==> src/rtl/sbag_pkg.sv <==
// Package for the scaled blit address generator.
// Holds widths, register indexes, the pipeline word type and the dimension clamp.
// No dependencies.
package sbag_pkg;

    localparam int REG_W    = 13;
    localparam int OFS_W    = 12;
    localparam int IDX_W    = 24;
    localparam int PROD_W   = OFS_W + REG_W;
    localparam int QUOT_W   = 12;
    localparam int POS_W    = 4;
    localparam logic [REG_W-1:0] MAX_DIM = 13'd4096;

    typedef enum logic [2:0] {
        REG_SOURCE_WIDTH  = 3'd0,
        REG_SOURCE_HEIGHT = 3'd1,
        REG_DEST_WIDTH    = 3'd2,
        REG_DEST_HEIGHT   = 3'd3,
        REG_RECT_LEFT     = 3'd4,
        REG_RECT_TOP      = 3'd5,
        REG_RECT_WIDTH    = 3'd6,
        REG_RECT_HEIGHT   = 3'd7
    } sbag_reg_t;

    typedef struct packed {
        logic [REG_W-1:0] source_width;
        logic [REG_W-1:0] source_height;
        logic [REG_W-1:0] dest_width;
        logic [REG_W-1:0] dest_height;
        logic [REG_W-1:0] rect_left;
        logic [REG_W-1:0] rect_top;
        logic [REG_W-1:0] rect_width;
        logic [REG_W-1:0] rect_height;
    } sbag_cfg_t;

    // One word in flight: clip result, destination coordinates and both
    // partial divisions (running remainder and quotient bits found so far).
    typedef struct packed {
        logic              we;
        logic [OFS_W-1:0]  px;
        logic [OFS_W-1:0]  py;
        logic [PROD_W-1:0] rem_x;
        logic [PROD_W-1:0] rem_y;
        logic [QUOT_W-1:0] quo_x;
        logic [QUOT_W-1:0] quo_y;
    } sbag_word_t;

    function automatic logic [REG_W-1:0] sat_dim(input logic [REG_W-1:0] v);
        sat_dim = (v > MAX_DIM) ? MAX_DIM : v;
    endfunction

endpackage

==> src/rtl/sbag_front.sv <==
// Entry stage: clip test, destination coordinates and scale products.
// Depends on sbag_pkg.
module sbag_front (
    input  logic                     aclk,
    input  logic                     aresetn,
    input  sbag_pkg::sbag_cfg_t      cfg,
    input  logic                     in_valid,
    output logic                     in_ready,
    input  logic [sbag_pkg::OFS_W-1:0] offset_x,
    input  logic [sbag_pkg::OFS_W-1:0] offset_y,
    output logic                     out_valid,
    input  logic                     out_ready,
    output sbag_pkg::sbag_word_t     out_word
);
    import sbag_pkg::*;

    logic            valid_reg, valid_next;
    sbag_word_t      word_reg, word_next;
    logic [REG_W:0]  px_s, py_s;
    logic            in_rect, in_dest;

    assign in_ready = !valid_reg || out_ready;

    always_comb begin
        px_s = {cfg.rect_left[REG_W-1], cfg.rect_left} + {2'b00, offset_x};
        py_s = {cfg.rect_top[REG_W-1], cfg.rect_top} + {2'b00, offset_y};
        in_rect = (cfg.rect_width != '0) && (cfg.rect_height != '0)
                  && ({1'b0, offset_x} < cfg.rect_width)
                  && ({1'b0, offset_y} < cfg.rect_height);
        in_dest = !px_s[REG_W] && (px_s[REG_W-1:0] < cfg.dest_width)
                  && !py_s[REG_W] && (py_s[REG_W-1:0] < cfg.dest_height);
        word_next.we    = in_rect && in_dest;
        word_next.px    = px_s[OFS_W-1:0];
        word_next.py    = py_s[OFS_W-1:0];
        word_next.rem_x = PROD_W'(offset_x) * PROD_W'(cfg.source_width);
        word_next.rem_y = PROD_W'(offset_y) * PROD_W'(cfg.source_height);
        word_next.quo_x = '0;
        word_next.quo_y = '0;
    end

    always_comb begin
        valid_next = valid_reg;
        if (in_ready) begin
            valid_next = in_valid;
        end
    end

    always_ff @(posedge aclk) begin
        if (!aresetn) begin
            valid_reg <= 1'b0;
        end else begin
            valid_reg <= valid_next;
        end
    end

    always_ff @(posedge aclk) begin
        if (in_ready && in_valid) begin
            word_reg <= word_next;
        end
    end

    assign out_valid = valid_reg;
    assign out_word  = word_reg;

endmodule

==> src/rtl/sbag_div_cell.sv <==
// One cell of the restoring divider chain: finds one quotient bit per lane.
// Depends on sbag_pkg.
module sbag_div_cell (
    input  logic                     aclk,
    input  logic                     aresetn,
    input  logic [sbag_pkg::POS_W-1:0] bit_pos,
    input  logic [sbag_pkg::REG_W-1:0] div_x,
    input  logic [sbag_pkg::REG_W-1:0] div_y,
    input  logic                     in_valid,
    output logic                     in_ready,
    input  sbag_pkg::sbag_word_t     in_word,
    output logic                     out_valid,
    input  logic                     out_ready,
    output sbag_pkg::sbag_word_t     out_word
);
    import sbag_pkg::*;

    logic              valid_reg, valid_next;
    sbag_word_t        word_reg, word_next;
    logic [PROD_W-1:0] sub_x, sub_y;
    logic [QUOT_W-1:0] bit_mask;

    assign in_ready = !valid_reg || out_ready;

    always_comb begin
        sub_x    = {{(PROD_W-REG_W){1'b0}}, div_x} << bit_pos;
        sub_y    = {{(PROD_W-REG_W){1'b0}}, div_y} << bit_pos;
        bit_mask = {{(QUOT_W-1){1'b0}}, 1'b1} << bit_pos;
        word_next = in_word;
        if (in_word.rem_x >= sub_x) begin
            word_next.rem_x = in_word.rem_x - sub_x;
            word_next.quo_x = in_word.quo_x | bit_mask;
        end
        if (in_word.rem_y >= sub_y) begin
            word_next.rem_y = in_word.rem_y - sub_y;
            word_next.quo_y = in_word.quo_y | bit_mask;
        end
    end

    always_comb begin
        valid_next = valid_reg;
        if (in_ready) begin
            valid_next = in_valid;
        end
    end

    always_ff @(posedge aclk) begin
        if (!aresetn) begin
            valid_reg <= 1'b0;
        end else begin
            valid_reg <= valid_next;
        end
    end

    always_ff @(posedge aclk) begin
        if (in_ready && in_valid) begin
            word_reg <= word_next;
        end
    end

    assign out_valid = valid_reg;
    assign out_word  = word_reg;

endmodule

==> src/rtl/sbag_back.sv <==
// Output stage: linear destination and source indexes, result register.
// Depends on sbag_pkg.
module sbag_back (
    input  logic                       aclk,
    input  logic                       aresetn,
    input  sbag_pkg::sbag_cfg_t        cfg,
    input  logic                       in_valid,
    output logic                       in_ready,
    input  sbag_pkg::sbag_word_t       in_word,
    output logic                       m_valid,
    input  logic                       m_ready,
    output logic                       m_write_enable,
    output logic [sbag_pkg::IDX_W-1:0] m_dest_index,
    output logic [sbag_pkg::IDX_W-1:0] m_source_index
);
    import sbag_pkg::*;

    logic              valid_reg, valid_next;
    logic              we_reg;
    logic [IDX_W-1:0]  dest_reg, dest_next;
    logic [IDX_W-1:0]  src_reg, src_next;
    logic [PROD_W-1:0] dest_full, src_full;

    assign in_ready = !valid_reg || m_ready;

    always_comb begin
        dest_full = PROD_W'(in_word.py) * PROD_W'(cfg.dest_width)
                    + {{(PROD_W-OFS_W){1'b0}}, in_word.px};
        src_full  = PROD_W'(in_word.quo_y) * PROD_W'(cfg.source_width)
                    + {{(PROD_W-QUOT_W){1'b0}}, in_word.quo_x};
        // drop the indexes of a clipped word
        dest_next = in_word.we ? dest_full[IDX_W-1:0] : '0;
        src_next  = in_word.we ? src_full[IDX_W-1:0]  : '0;
    end

    always_comb begin
        valid_next = valid_reg;
        if (in_ready) begin
            valid_next = in_valid;
        end
    end

    always_ff @(posedge aclk) begin
        if (!aresetn) begin
            valid_reg <= 1'b0;
        end else begin
            valid_reg <= valid_next;
        end
    end

    always_ff @(posedge aclk) begin
        if (in_ready && in_valid) begin
            we_reg   <= in_word.we;
            dest_reg <= dest_next;
            src_reg  <= src_next;
        end
    end

    assign m_valid        = valid_reg;
    assign m_write_enable = we_reg;
    assign m_dest_index   = dest_reg;
    assign m_source_index = src_reg;

endmodule

==> src/rtl/scaled_blit_address_generator.sv <==
// Nearest-neighbor scaled blit address generator, top level.
// Holds the register file and chains front stage, divider cells and output stage.
// Depends on sbag_pkg, sbag_front, sbag_div_cell, sbag_back.
//
// Usage:
//   Program the eight 13-bit registers through cfg_valid/cfg_ready, cfg_index,
//   cfg_data while no word is in flight; cfg_ready is always high. Width and
//   height values above 4096 are saturated to 4096.
//   Each s_ word carries one offset (x, y) inside the target rectangle; each
//   m_ word returns the write flag, destination index and source index for it,
//   in order. Clipped offsets come back with the flag and both indexes zero.
//   The entry stage registers the accepted word; then one divider cell per
//   quotient bit (12 cells, two lanes each) and the output stage each
//   register it in turn. Throughput is one word per cycle while m_ready
//   is high; every stage has its own valid bit and takes a new word when
//   it is empty or its neighbor takes its word, so the chain keeps filling
//   while a result waits on m_ready. When m_ready stays low the chain fills
//   up and s_ready drops once all stages hold a word.
//   Synchronous reset empties the pipeline and loads the register defaults
//   (source 1x1, destination 640x480, rectangle at 0,0 of size 0x0).
module scaled_blit_address_generator (
    input  logic                         aclk,
    input  logic                         aresetn,
    input  logic                         cfg_valid,
    output logic                         cfg_ready,
    input  logic [2:0]                   cfg_index,
    input  logic [sbag_pkg::REG_W-1:0]   cfg_data,
    input  logic                         s_valid,
    output logic                         s_ready,
    input  logic [sbag_pkg::OFS_W-1:0]   s_offset_x,
    input  logic [sbag_pkg::OFS_W-1:0]   s_offset_y,
    output logic                         m_valid,
    input  logic                         m_ready,
    output logic                         m_write_enable,
    output logic [sbag_pkg::IDX_W-1:0]   m_dest_index,
    output logic [sbag_pkg::IDX_W-1:0]   m_source_index
);
    import sbag_pkg::*;

    sbag_cfg_t  cfg_reg, cfg_next;
    logic       link_valid [QUOT_W+1];
    logic       link_ready [QUOT_W+1];
    sbag_word_t link_word  [QUOT_W+1];

    assign cfg_ready = 1'b1;

    always_comb begin
        cfg_next = cfg_reg;
        if (cfg_valid) begin
            case (sbag_reg_t'(cfg_index))
                REG_SOURCE_WIDTH:  cfg_next.source_width  = sat_dim(cfg_data);
                REG_SOURCE_HEIGHT: cfg_next.source_height = sat_dim(cfg_data);
                REG_DEST_WIDTH:    cfg_next.dest_width    = sat_dim(cfg_data);
                REG_DEST_HEIGHT:   cfg_next.dest_height   = sat_dim(cfg_data);
                REG_RECT_LEFT:     cfg_next.rect_left     = cfg_data;
                REG_RECT_TOP:      cfg_next.rect_top      = cfg_data;
                REG_RECT_WIDTH:    cfg_next.rect_width    = sat_dim(cfg_data);
                REG_RECT_HEIGHT:   cfg_next.rect_height   = sat_dim(cfg_data);
                default:           cfg_next = cfg_reg;
            endcase
        end
    end

    always_ff @(posedge aclk) begin
        if (!aresetn) begin
            cfg_reg.source_width  <= 13'd1;
            cfg_reg.source_height <= 13'd1;
            cfg_reg.dest_width    <= 13'd640;
            cfg_reg.dest_height   <= 13'd480;
            cfg_reg.rect_left     <= '0;
            cfg_reg.rect_top      <= '0;
            cfg_reg.rect_width    <= '0;
            cfg_reg.rect_height   <= '0;
        end else begin
            cfg_reg <= cfg_next;
        end
    end

    sbag_front u_front (
        .aclk      (aclk),
        .aresetn   (aresetn),
        .cfg       (cfg_reg),
        .in_valid  (s_valid),
        .in_ready  (s_ready),
        .offset_x  (s_offset_x),
        .offset_y  (s_offset_y),
        .out_valid (link_valid[0]),
        .out_ready (link_ready[0]),
        .out_word  (link_word[0])
    );

    // cell i resolves quotient bit QUOT_W-1-i, most significant first
    for (genvar i = 0; i < QUOT_W; i++) begin : g_cell
        sbag_div_cell u_cell (
            .aclk      (aclk),
            .aresetn   (aresetn),
            .bit_pos   (POS_W'(QUOT_W - 1 - i)),
            .div_x     (cfg_reg.rect_width),
            .div_y     (cfg_reg.rect_height),
            .in_valid  (link_valid[i]),
            .in_ready  (link_ready[i]),
            .in_word   (link_word[i]),
            .out_valid (link_valid[i+1]),
            .out_ready (link_ready[i+1]),
            .out_word  (link_word[i+1])
        );
    end

    sbag_back u_back (
        .aclk           (aclk),
        .aresetn        (aresetn),
        .cfg            (cfg_reg),
        .in_valid       (link_valid[QUOT_W]),
        .in_ready       (link_ready[QUOT_W]),
        .in_word        (link_word[QUOT_W]),
        .m_valid        (m_valid),
        .m_ready        (m_ready),
        .m_write_enable (m_write_enable),
        .m_dest_index   (m_dest_index),
        .m_source_index (m_source_index)
    );

endmodule

==> config.mk <==
export PLATFORM = sky130hd
export DESIGN_NAME = scaled_blit_address_generator
export DESIGN_NICKNAME = d
export VERILOG_FILES = /design/src/rtl/sbag_pkg.sv /design/src/rtl/sbag_front.sv /design/src/rtl/sbag_div_cell.sv /design/src/rtl/sbag_back.sv /design/src/rtl/scaled_blit_address_generator.sv
export SDC_FILE = /design/constraint.sdc
export NUM_CORES = 2
export LEC_CHECK = 0
export BUFFER_PORTS_ARGS = -buffer_cell sky130_fd_sc_hd__buf_2
export CAP_MARGIN = 15
export CORE_MARGIN = 4
export CORE_UTILIZATION = 40
export CTS_BUF_LIST = sky130_fd_sc_hd__clkbuf_8 sky130_fd_sc_hd__clkbuf_16
export DETAILED_ROUTE_END_ITERATION = 10
export GPL_TIMING_DRIVEN = 1
export PLACE_DENSITY = 0.65
export SYNTH_ARGS = -nofsm -noshare
export SYNTH_HDL_FRONTEND = slang
export SYNTH_SLANG_ARGS = --single-unit
export TNS_END_PERCENT = 1
==> constraint.sdc <==
create_clock -name aclk -period 9.5 [get_ports aclk]
set_input_delay 0 -clock aclk [delete_from_list [all_inputs] [get_ports aclk]]
set_output_delay 0 -clock aclk [all_outputs]
set_load 0.01 [all_outputs]
# Yosys cells after proc, flatten, opt, wreduce, memory -nomap -nowiden
# Cells that the tools add are included.
[word_totals] reg_bits=1380 latchBits=0 ramBits=0 romBits=0 inputBits=45 output_inout_bits=52 elab_cells=287 mem_count=0
[classes] add_sub_neg=26 multipliers=4 div=0 n_lt_le_gt_ge=29 eq_ne=7 shift=0 muxes=23 n_bitwise=0 reduce_logical=62
[op_table] cell="25-bit two-way mux" count=22
[op_table] cell="25-bit by 13-bit >= comparator with 1-bit output" count=2
[op_table] cell="25-bit by 14-bit >= comparator with 1-bit output" count=2
[op_table] cell="25-bit by 15-bit >= comparator with 1-bit output" count=2
[op_table] cell="25-bit by 16-bit >= comparator with 1-bit output" count=2
[op_table] cell="25-bit by 17-bit >= comparator with 1-bit output" count=2
[op_table] cell="25-bit by 18-bit >= comparator with 1-bit output" count=2
[op_table] cell="25-bit by 19-bit >= comparator with 1-bit output" count=2
[op_table] cell="25-bit by 20-bit >= comparator with 1-bit output" count=2
[op_table] cell="25-bit by 21-bit >= comparator with 1-bit output" count=2
[op_table] cell="25-bit by 22-bit >= comparator with 1-bit output" count=2
[op_table] cell="25-bit by 23-bit >= comparator with 1-bit output" count=2
[op_table] cell="25-bit by 24-bit >= comparator with 1-bit output" count=2
[op_table] cell="12-bit by 13-bit multiplier with 25-bit output" count=2
[op_table] cell="25-bit by 14-bit subtractor with 25-bit output" count=2
[op_table] cell="25-bit by 15-bit subtractor with 25-bit output" count=2
[op_table] cell="25-bit by 16-bit subtractor with 25-bit output" count=2
[op_table] cell="25-bit by 17-bit subtractor with 25-bit output" count=2
[op_table] cell="25-bit by 18-bit subtractor with 25-bit output" count=2
[op_table] cell="25-bit by 19-bit subtractor with 25-bit output" count=2
[op_table] cell="25-bit by 20-bit subtractor with 25-bit output" count=2
[op_table] cell="25-bit by 21-bit subtractor with 25-bit output" count=2
[op_table] cell="25-bit by 22-bit subtractor with 25-bit output" count=2
[op_table] cell="25-bit by 23-bit subtractor with 25-bit output" count=2
[op_table] cell="other kinds (17)" count=83

# Longest topological paths before layout
[logic_depth] ltp_word=16 mapped_depth=21 mapped_depth_nobuf=20

# By module
# From an unflattened synthesis, not the netlist that was laid out.
[hier_totals] cells_unflattened=13152 area_unflattened_um2=128114.1
[by_module_without_submodules] module="sbag_div_cell (g_cell[1].u_cell ...)" n_inst=9 cells_each=813 area_each_um2=8101.5 seq_area_each_um2=2992.9
[by_module_without_submodules] module="sbag_front" n_inst=1 cells_each=1616 area_each_um2=14885.5 seq_area_each_um2=2272.2
[by_module_without_submodules] module="sbag_back" n_inst=1 cells_each=1459 area_each_um2=12988.7 seq_area_each_um2=1491.4
[by_module_without_submodules] module="sbag_div_cell (g_cell[11].u_cell)" n_inst=1 cells_each=816 area_each_um2=8018.9 seq_area_each_um2=2992.9
[by_module_without_submodules] module="sbag_div_cell (g_cell[0].u_cell)" n_inst=1 cells_each=797 area_each_um2=8012.7 seq_area_each_um2=2992.9
[by_module_without_submodules] module="sbag_div_cell (g_cell[10].u_cell)" n_inst=1 cells_each=754 area_each_um2=7672.4 seq_area_each_um2=2992.9
[by_module_without_submodules] module="scaled_blit_address_generator" n_inst=1 cells_each=393 area_each_um2=3622.2 seq_area_each_um2=2082.0

# Worst setup path before layout
# Ideal clock, no wire load.
[synth_path] path_type="reg-to-reg" start="register u_back.valid_reg (netlist: u_back.m_valid)" end="register g_cell[9].u_cell.word_reg, in the netlist g_cell[9].u_cell.out_word[10], enable pin" setup_ns=0.694 arrival_time_ns=7.612 required_ns=8.806 path_slack_ns=1.194 path_stages_with_launch=4 synth_period_minus_slack_ns=8.306 cell_sequence="dfxtp_1 > nor2b_1 > and3_1 > a21boi_0"
[synth_between] elab_chain_cells=6
[synth_lines] item="from (decl)" line="sbag_back.sv:18" rtl="logic valid_reg, valid_next;"
[synth_lines] item="from (signal assigned)" line="sbag_back.sv:47" rtl="valid_reg <= valid_next;"
[synth_lines] item="1-bit zero test" line="sbag_back.sv:24" rtl="assign in_ready = !valid_reg || m_ready;"
[synth_lines] item="1-bit logical OR" line="sbag_back.sv:24"
[synth_lines] item="1-bit logical OR (3 in series)" line="sbag_div_cell.sv:23" rtl="assign in_ready = !valid_reg || out_ready;"
[synth_lines] item="1-bit logical AND" line="sbag_div_cell.sv:56" rtl="if (in_ready && in_valid) begin"
[synth_lines] item="to (signal assigned)" line="sbag_div_cell.sv:57" rtl="word_reg <= word_next;"
[synth_lines] item="to (decl)" line="sbag_div_cell.sv:19" rtl="sbag_word_t word_reg, word_next;"
# No other way between the ends.
# A chain may end at the register's enable or synchronous reset.

# Worst setup path after layout
[layout_path] start="register cfg_reg[97] (netlist bit)" end="register u_back.src_reg[23] (netlist: u_back.m_source_index[23]) (data pin)"
[layout_between] elab_chain_cells=2
[layout_lines] item="from (decl)" line="scaled_blit_address_generator.sv:40" rtl="sbag_cfg_t cfg_reg, cfg_next;"
[layout_lines] item="from (signal assigned)" line="scaled_blit_address_generator.sv:75" rtl="cfg_reg <= cfg_next;"
[layout_lines] item="12-bit by 13-bit multiplier with 24-bit output" line="sbag_back.sv:29" rtl="src_full = PROD_W'(in_word.quo_y) * PROD_W'(cfg.source_width)"
[layout_lines] item="24-bit by 12-bit adder with 24-bit output" line="sbag_back.sv:30" rtl="+ {{(PROD_W-QUOT_W){1'b0}}, in_word.quo_x};"
[layout_lines] item="to (signal assigned)" line="sbag_back.sv:55" rtl="src_reg <= src_next;"
[layout_lines] item="to (decl)" line="sbag_back.sv:21" rtl="logic [IDX_W-1:0] src_reg, src_next;"
# No other way between the ends.

==> summary.txt <==
part of the total power dissipated in the clock network: 0.435
Slew Limit Fails: 0
arrival time worst endpoint: 6.84 ns
max_slew headroom: 0.182
setup repair after global routing missed its margin: false
post-route fraction of the period consumed by the critical path: 0.665
# setup viols final: 0
number of levels in the clock H-tree: 4
Num Clock Sinks: 1248
residual antenna-violating net count after detailed routing: 0
area post-placement: 85300 µm²
flip-flop count of the largest register, all copies and words added: 1006
number of enable flip-flop cells after synthesis: 1130
final non-filler cell area: 90600 µm²
Worst Reg2Reg Path Length in Cells: 18
Reg2Reg Launch Point: cfg_reg[97]$_SDFFE_PN0P_
number of instances in the synthesized netlist: 7356
number of global-route vias before repair: 55200
largest fanout on the critical path: 25
Worst VDD drop: 165 µV
FFs w/ async S/R, synth: 0
capturing element type of the critical path: flop
max frequency: 158 MHz
data required time at the worst endpoint: 10.02 ns
area added between synthesis and finish: 10.8%
type of the most critical hold path: primary input to flop
fraction of synthesized cell area taken by the top area cell type: 0.415
flip-flop cell with the highest count after synthesis: sky130_fd_sc_hd__edfxtp_1
cell with the most instances after synthesis: sky130_fd_sc_hd__edfxtp_1
Max Cap Viol: 0
wire length of the first global-routing pass: 310000 µm
Fin Clk Skew: 0.0838 ns
initial detailed-routing violation count: 3784
die outline height: 460 µm
pin count of the biggest net entering global routing: 76
final weighted congestion of routability-driven global placement: 0.874
CTS Root Buffer Type: sky130_fd_sc_hd__clkbuf_16
part of the total power dissipated in combinational logic: 0.087
Rows: 165
sum of negative setup slack: 0 ns
setup fix buffers added after clock tree synthesis: 0
Reg2Reg Setup Slack: 3.18 ns
number of I/O pins: 97
count of warnings emitted by yosys: 0
power density over the cells: 141 nW/µm²
HPWL Detailed: 147000 µm
fraction of layout cells with a size suffix above 1: 0.0671
overflow left after global routing: 0
leading cell types by total area after synthesis: sky130_fd_sc_hd__edfxtp_1 42%, sky130_fd_sc_hd__fa_1 12%, sky130_fd_sc_hd__ha_1 9.9%
cell accounting for the most synthesized area: sky130_fd_sc_hd__edfxtp_1
sequential share of the synthesized area: 0.444
clock period minus worst slack: 6.32 ns
CTS clock-pin slew for the worst setup and hold paths: 0.06 ns
routed length per placed instance: 19.1 µm
post-detailed-route via-to-cell ratio: 5.32
net total in the final layout: 8659
Setup crit end: u_back.m_source_index[23]$_SDFFCE_PN0P_
number of input and output port buffers inserted: 95
total wire length: 197000 µm
clock network latency to the later pin of the worst-skew pair: 0.80 ns
path type of the worst setup path: flop to flop
CORE AREA: 203000 µm²
aggregate global-route resource usage: 0.186
Syn Std Cell Area: 81700 µm²
actual slew at the worst max-slew pin: 1.22 ns
status: finished clean
sw power: 3.07 mW
maximum clock path buffer count: 3
Sw Share: 0.240
CTS tree: built
number of nets produced by synthesis: 8529
TritonRoute pass-1 iters: 6
Seq pwr share: 0.477
leading post-synthesis cells by instance count: 1130 x sky130_fd_sc_hd__edfxtp_1, 852 x sky130_fd_sc_hd__inv_1, 816 x sky130_fd_sc_hd__nand2_1, 644 x sky130_fd_sc_hd__ha_1, 484 x sky130_fd_sc_hd__fa_1
Synth Area per Inst: 11.1 µm²
Initial Util: 0.403
internal portion of total power: 9.73 mW
first element of the critical path: cfg_reg[97]$_SDFFE_PN0P_
endpoint of the most critical register-to-register path: u_back.m_source_index[23]$_SDFFCE_PN0P_
Hold Violations, Final: 0
flip-flop and latch count after synthesis: 1248
total CTS buffers: 142
number of antenna violations at the first check in global routing: 8
die footprint: 212000 µm²
width of the die: 460 µm
remaining routing DRC violations: 0
Worst setup SP type: flop
number of vias in the routed layout: 54700
number of different library cells in the post-synthesis netlist: 101
leakage power total: 35.9 nW
==> logic make-up after synthesis <==
kind of cell,Yosys count,synth area share
AOI/OAI and AO/OA,1275,0.102
and+or+nand+nor,2140,0.131
other,1,0.0000459
adders and majority gates,1128,0.217
buffers and inverters,1061,0.0495
muxes,99,0.0133
DFF,1248,0.444
xor gates and xnor gates,404,0.0433
==> what timing repair did <==
action | in CTS | in global routing
hold buffers | 36 | 0
resized for setup | 0 | 0
endpoints found under the setup margin | 0 | 0
hold endpoints to repair | 117 | 0
==> power by group through the flow <==
stage,Combinational [mW],Clock (mW),Sequential [mW]
2_1_floorplan,0.812,0,6.20
6_report,1.12,5.57,6.11
3_3_place_gp,1.08,0,6.22
3_5_place_dp,1.10,0,6.23
5_1_grt,1.26,5.96,6.12
4_1_cts,1.12,5.72,6.11
==> per-layer routing <==
metal	up-vias	part of all wire	track usage	wire length, µm
met5	-	0.000061	0	12
met4	2	0.029	0.0549	5680
met3	326	0.049	0.0256	9550
met2	1372	0.47	0.308	92600
met1	27200	0.45	0.254	88900
li1	25800	-	-	-
==> cells in the final DEF, fill, tap and decap left out, types with 40 or more instances in the layout <==
cell	count
sky130_fd_sc_hd__a21boi_0	120
sky130_fd_sc_hd__a21o_1	154
sky130_fd_sc_hd__a21oi_1	315
sky130_fd_sc_hd__and2_1	344
sky130_fd_sc_hd__and3_1	40
sky130_fd_sc_hd__buf_2	94
sky130_fd_sc_hd__buf_4	59
sky130_fd_sc_hd__clkbuf_16	142
sky130_fd_sc_hd__dfxtp_1	118
sky130_fd_sc_hd__edfxtp_1	1130
sky130_fd_sc_hd__fa_1	484
sky130_fd_sc_hd__ha_1	644
sky130_fd_sc_hd__inv_1	886
sky130_fd_sc_hd__mux2_2	71
sky130_fd_sc_hd__nand2_1	816
sky130_fd_sc_hd__nand2b_1	80
sky130_fd_sc_hd__nand3_1	74
sky130_fd_sc_hd__nand4_1	63
sky130_fd_sc_hd__nor2_1	292
sky130_fd_sc_hd__nor2b_1	102
sky130_fd_sc_hd__nor3_1	94
sky130_fd_sc_hd__nor4_1	67
sky130_fd_sc_hd__o21a_1	101
sky130_fd_sc_hd__o21ai_0	267
sky130_fd_sc_hd__xnor2_1	229
sky130_fd_sc_hd__xor2_1	175
==> worst min path at each step <==
stage | endpoint | cells after the start | startpoint | slack [ns]
2_1_floorplan | cfg_reg[26]$_SDFFE_PN0P_ | 2 | cfg_data[0] | 0.14
3_3_place_gp | cfg_reg[50]$_SDFFE_PN0P_ | 3 | cfg_data[11] | 0.30
3_5_place_dp | cfg_reg[50]$_SDFFE_PN0P_ | 3 | cfg_data[11] | 0.30
4_1_cts | u_front.out_word[27]$_DFFE_PP_ | 4 | s_offset_y[3] | 0.03
5_1_grt | u_front.out_word[87]$_DFFE_PP_ | 2 | s_offset_x[1] | 0.10
6_report | u_front.out_word[27]$_DFFE_PP_ | 4 | s_offset_y[3] | 0.12
==> worst max-delay path: stages (launching register included) <==
cell                      delay (ns)
sky130_fd_sc_hd__dfxtp_1        1.01
sky130_fd_sc_hd__nand2_1        0.19
sky130_fd_sc_hd__fa_1           0.58
sky130_fd_sc_hd__fa_1           0.45
sky130_fd_sc_hd__fa_1           0.54
sky130_fd_sc_hd__inv_1          0.05
sky130_fd_sc_hd__fa_1           0.47
sky130_fd_sc_hd__inv_1          0.05
sky130_fd_sc_hd__fa_1           0.47
sky130_fd_sc_hd__inv_1          0.04
sky130_fd_sc_hd__ha_1           0.32
sky130_fd_sc_hd__and3_1         0.23
sky130_fd_sc_hd__a221o_1        0.39
sky130_fd_sc_hd__a221o_1        0.35
sky130_fd_sc_hd__a211o_1        0.30
sky130_fd_sc_hd__o21ai_1        0.19
sky130_fd_sc_hd__o21ai_1        0.12
sky130_fd_sc_hd__xnor2_1        0.15
sky130_fd_sc_hd__and2_1         0.18
==> final cells by class <==
cell class | instances | area, µm²
fill | 18700 | 112000
multi-input combinational | 5047 | 41500
sequential | 1248 | 36300
clock buffer | 142 | 3550
tap | 2672 | 3340
inverter | 856 | 3210
clock inverter | 118 | 1310
timing repair buffer | 191 | 1310
antenna | 5 | 12.5
==> metrics by stage <==
stage               hold WS, ns  power [mW]  utilization  instances  worst slack (ns)
detailed placement        0.303        7.32        0.421       9976              3.15
global route              0.102        13.3        0.447      10300              2.82
finish                    0.118        12.8        0.447      10300              3.18
floorplan                 0.145        7.02            -       7356              1.19
global placement          0.297        7.31        0.421       9976              3.20
CTS                      0.0278        13.0        0.446      10300              3.17
Note: power is estimated with default switching activity, not from simulation.
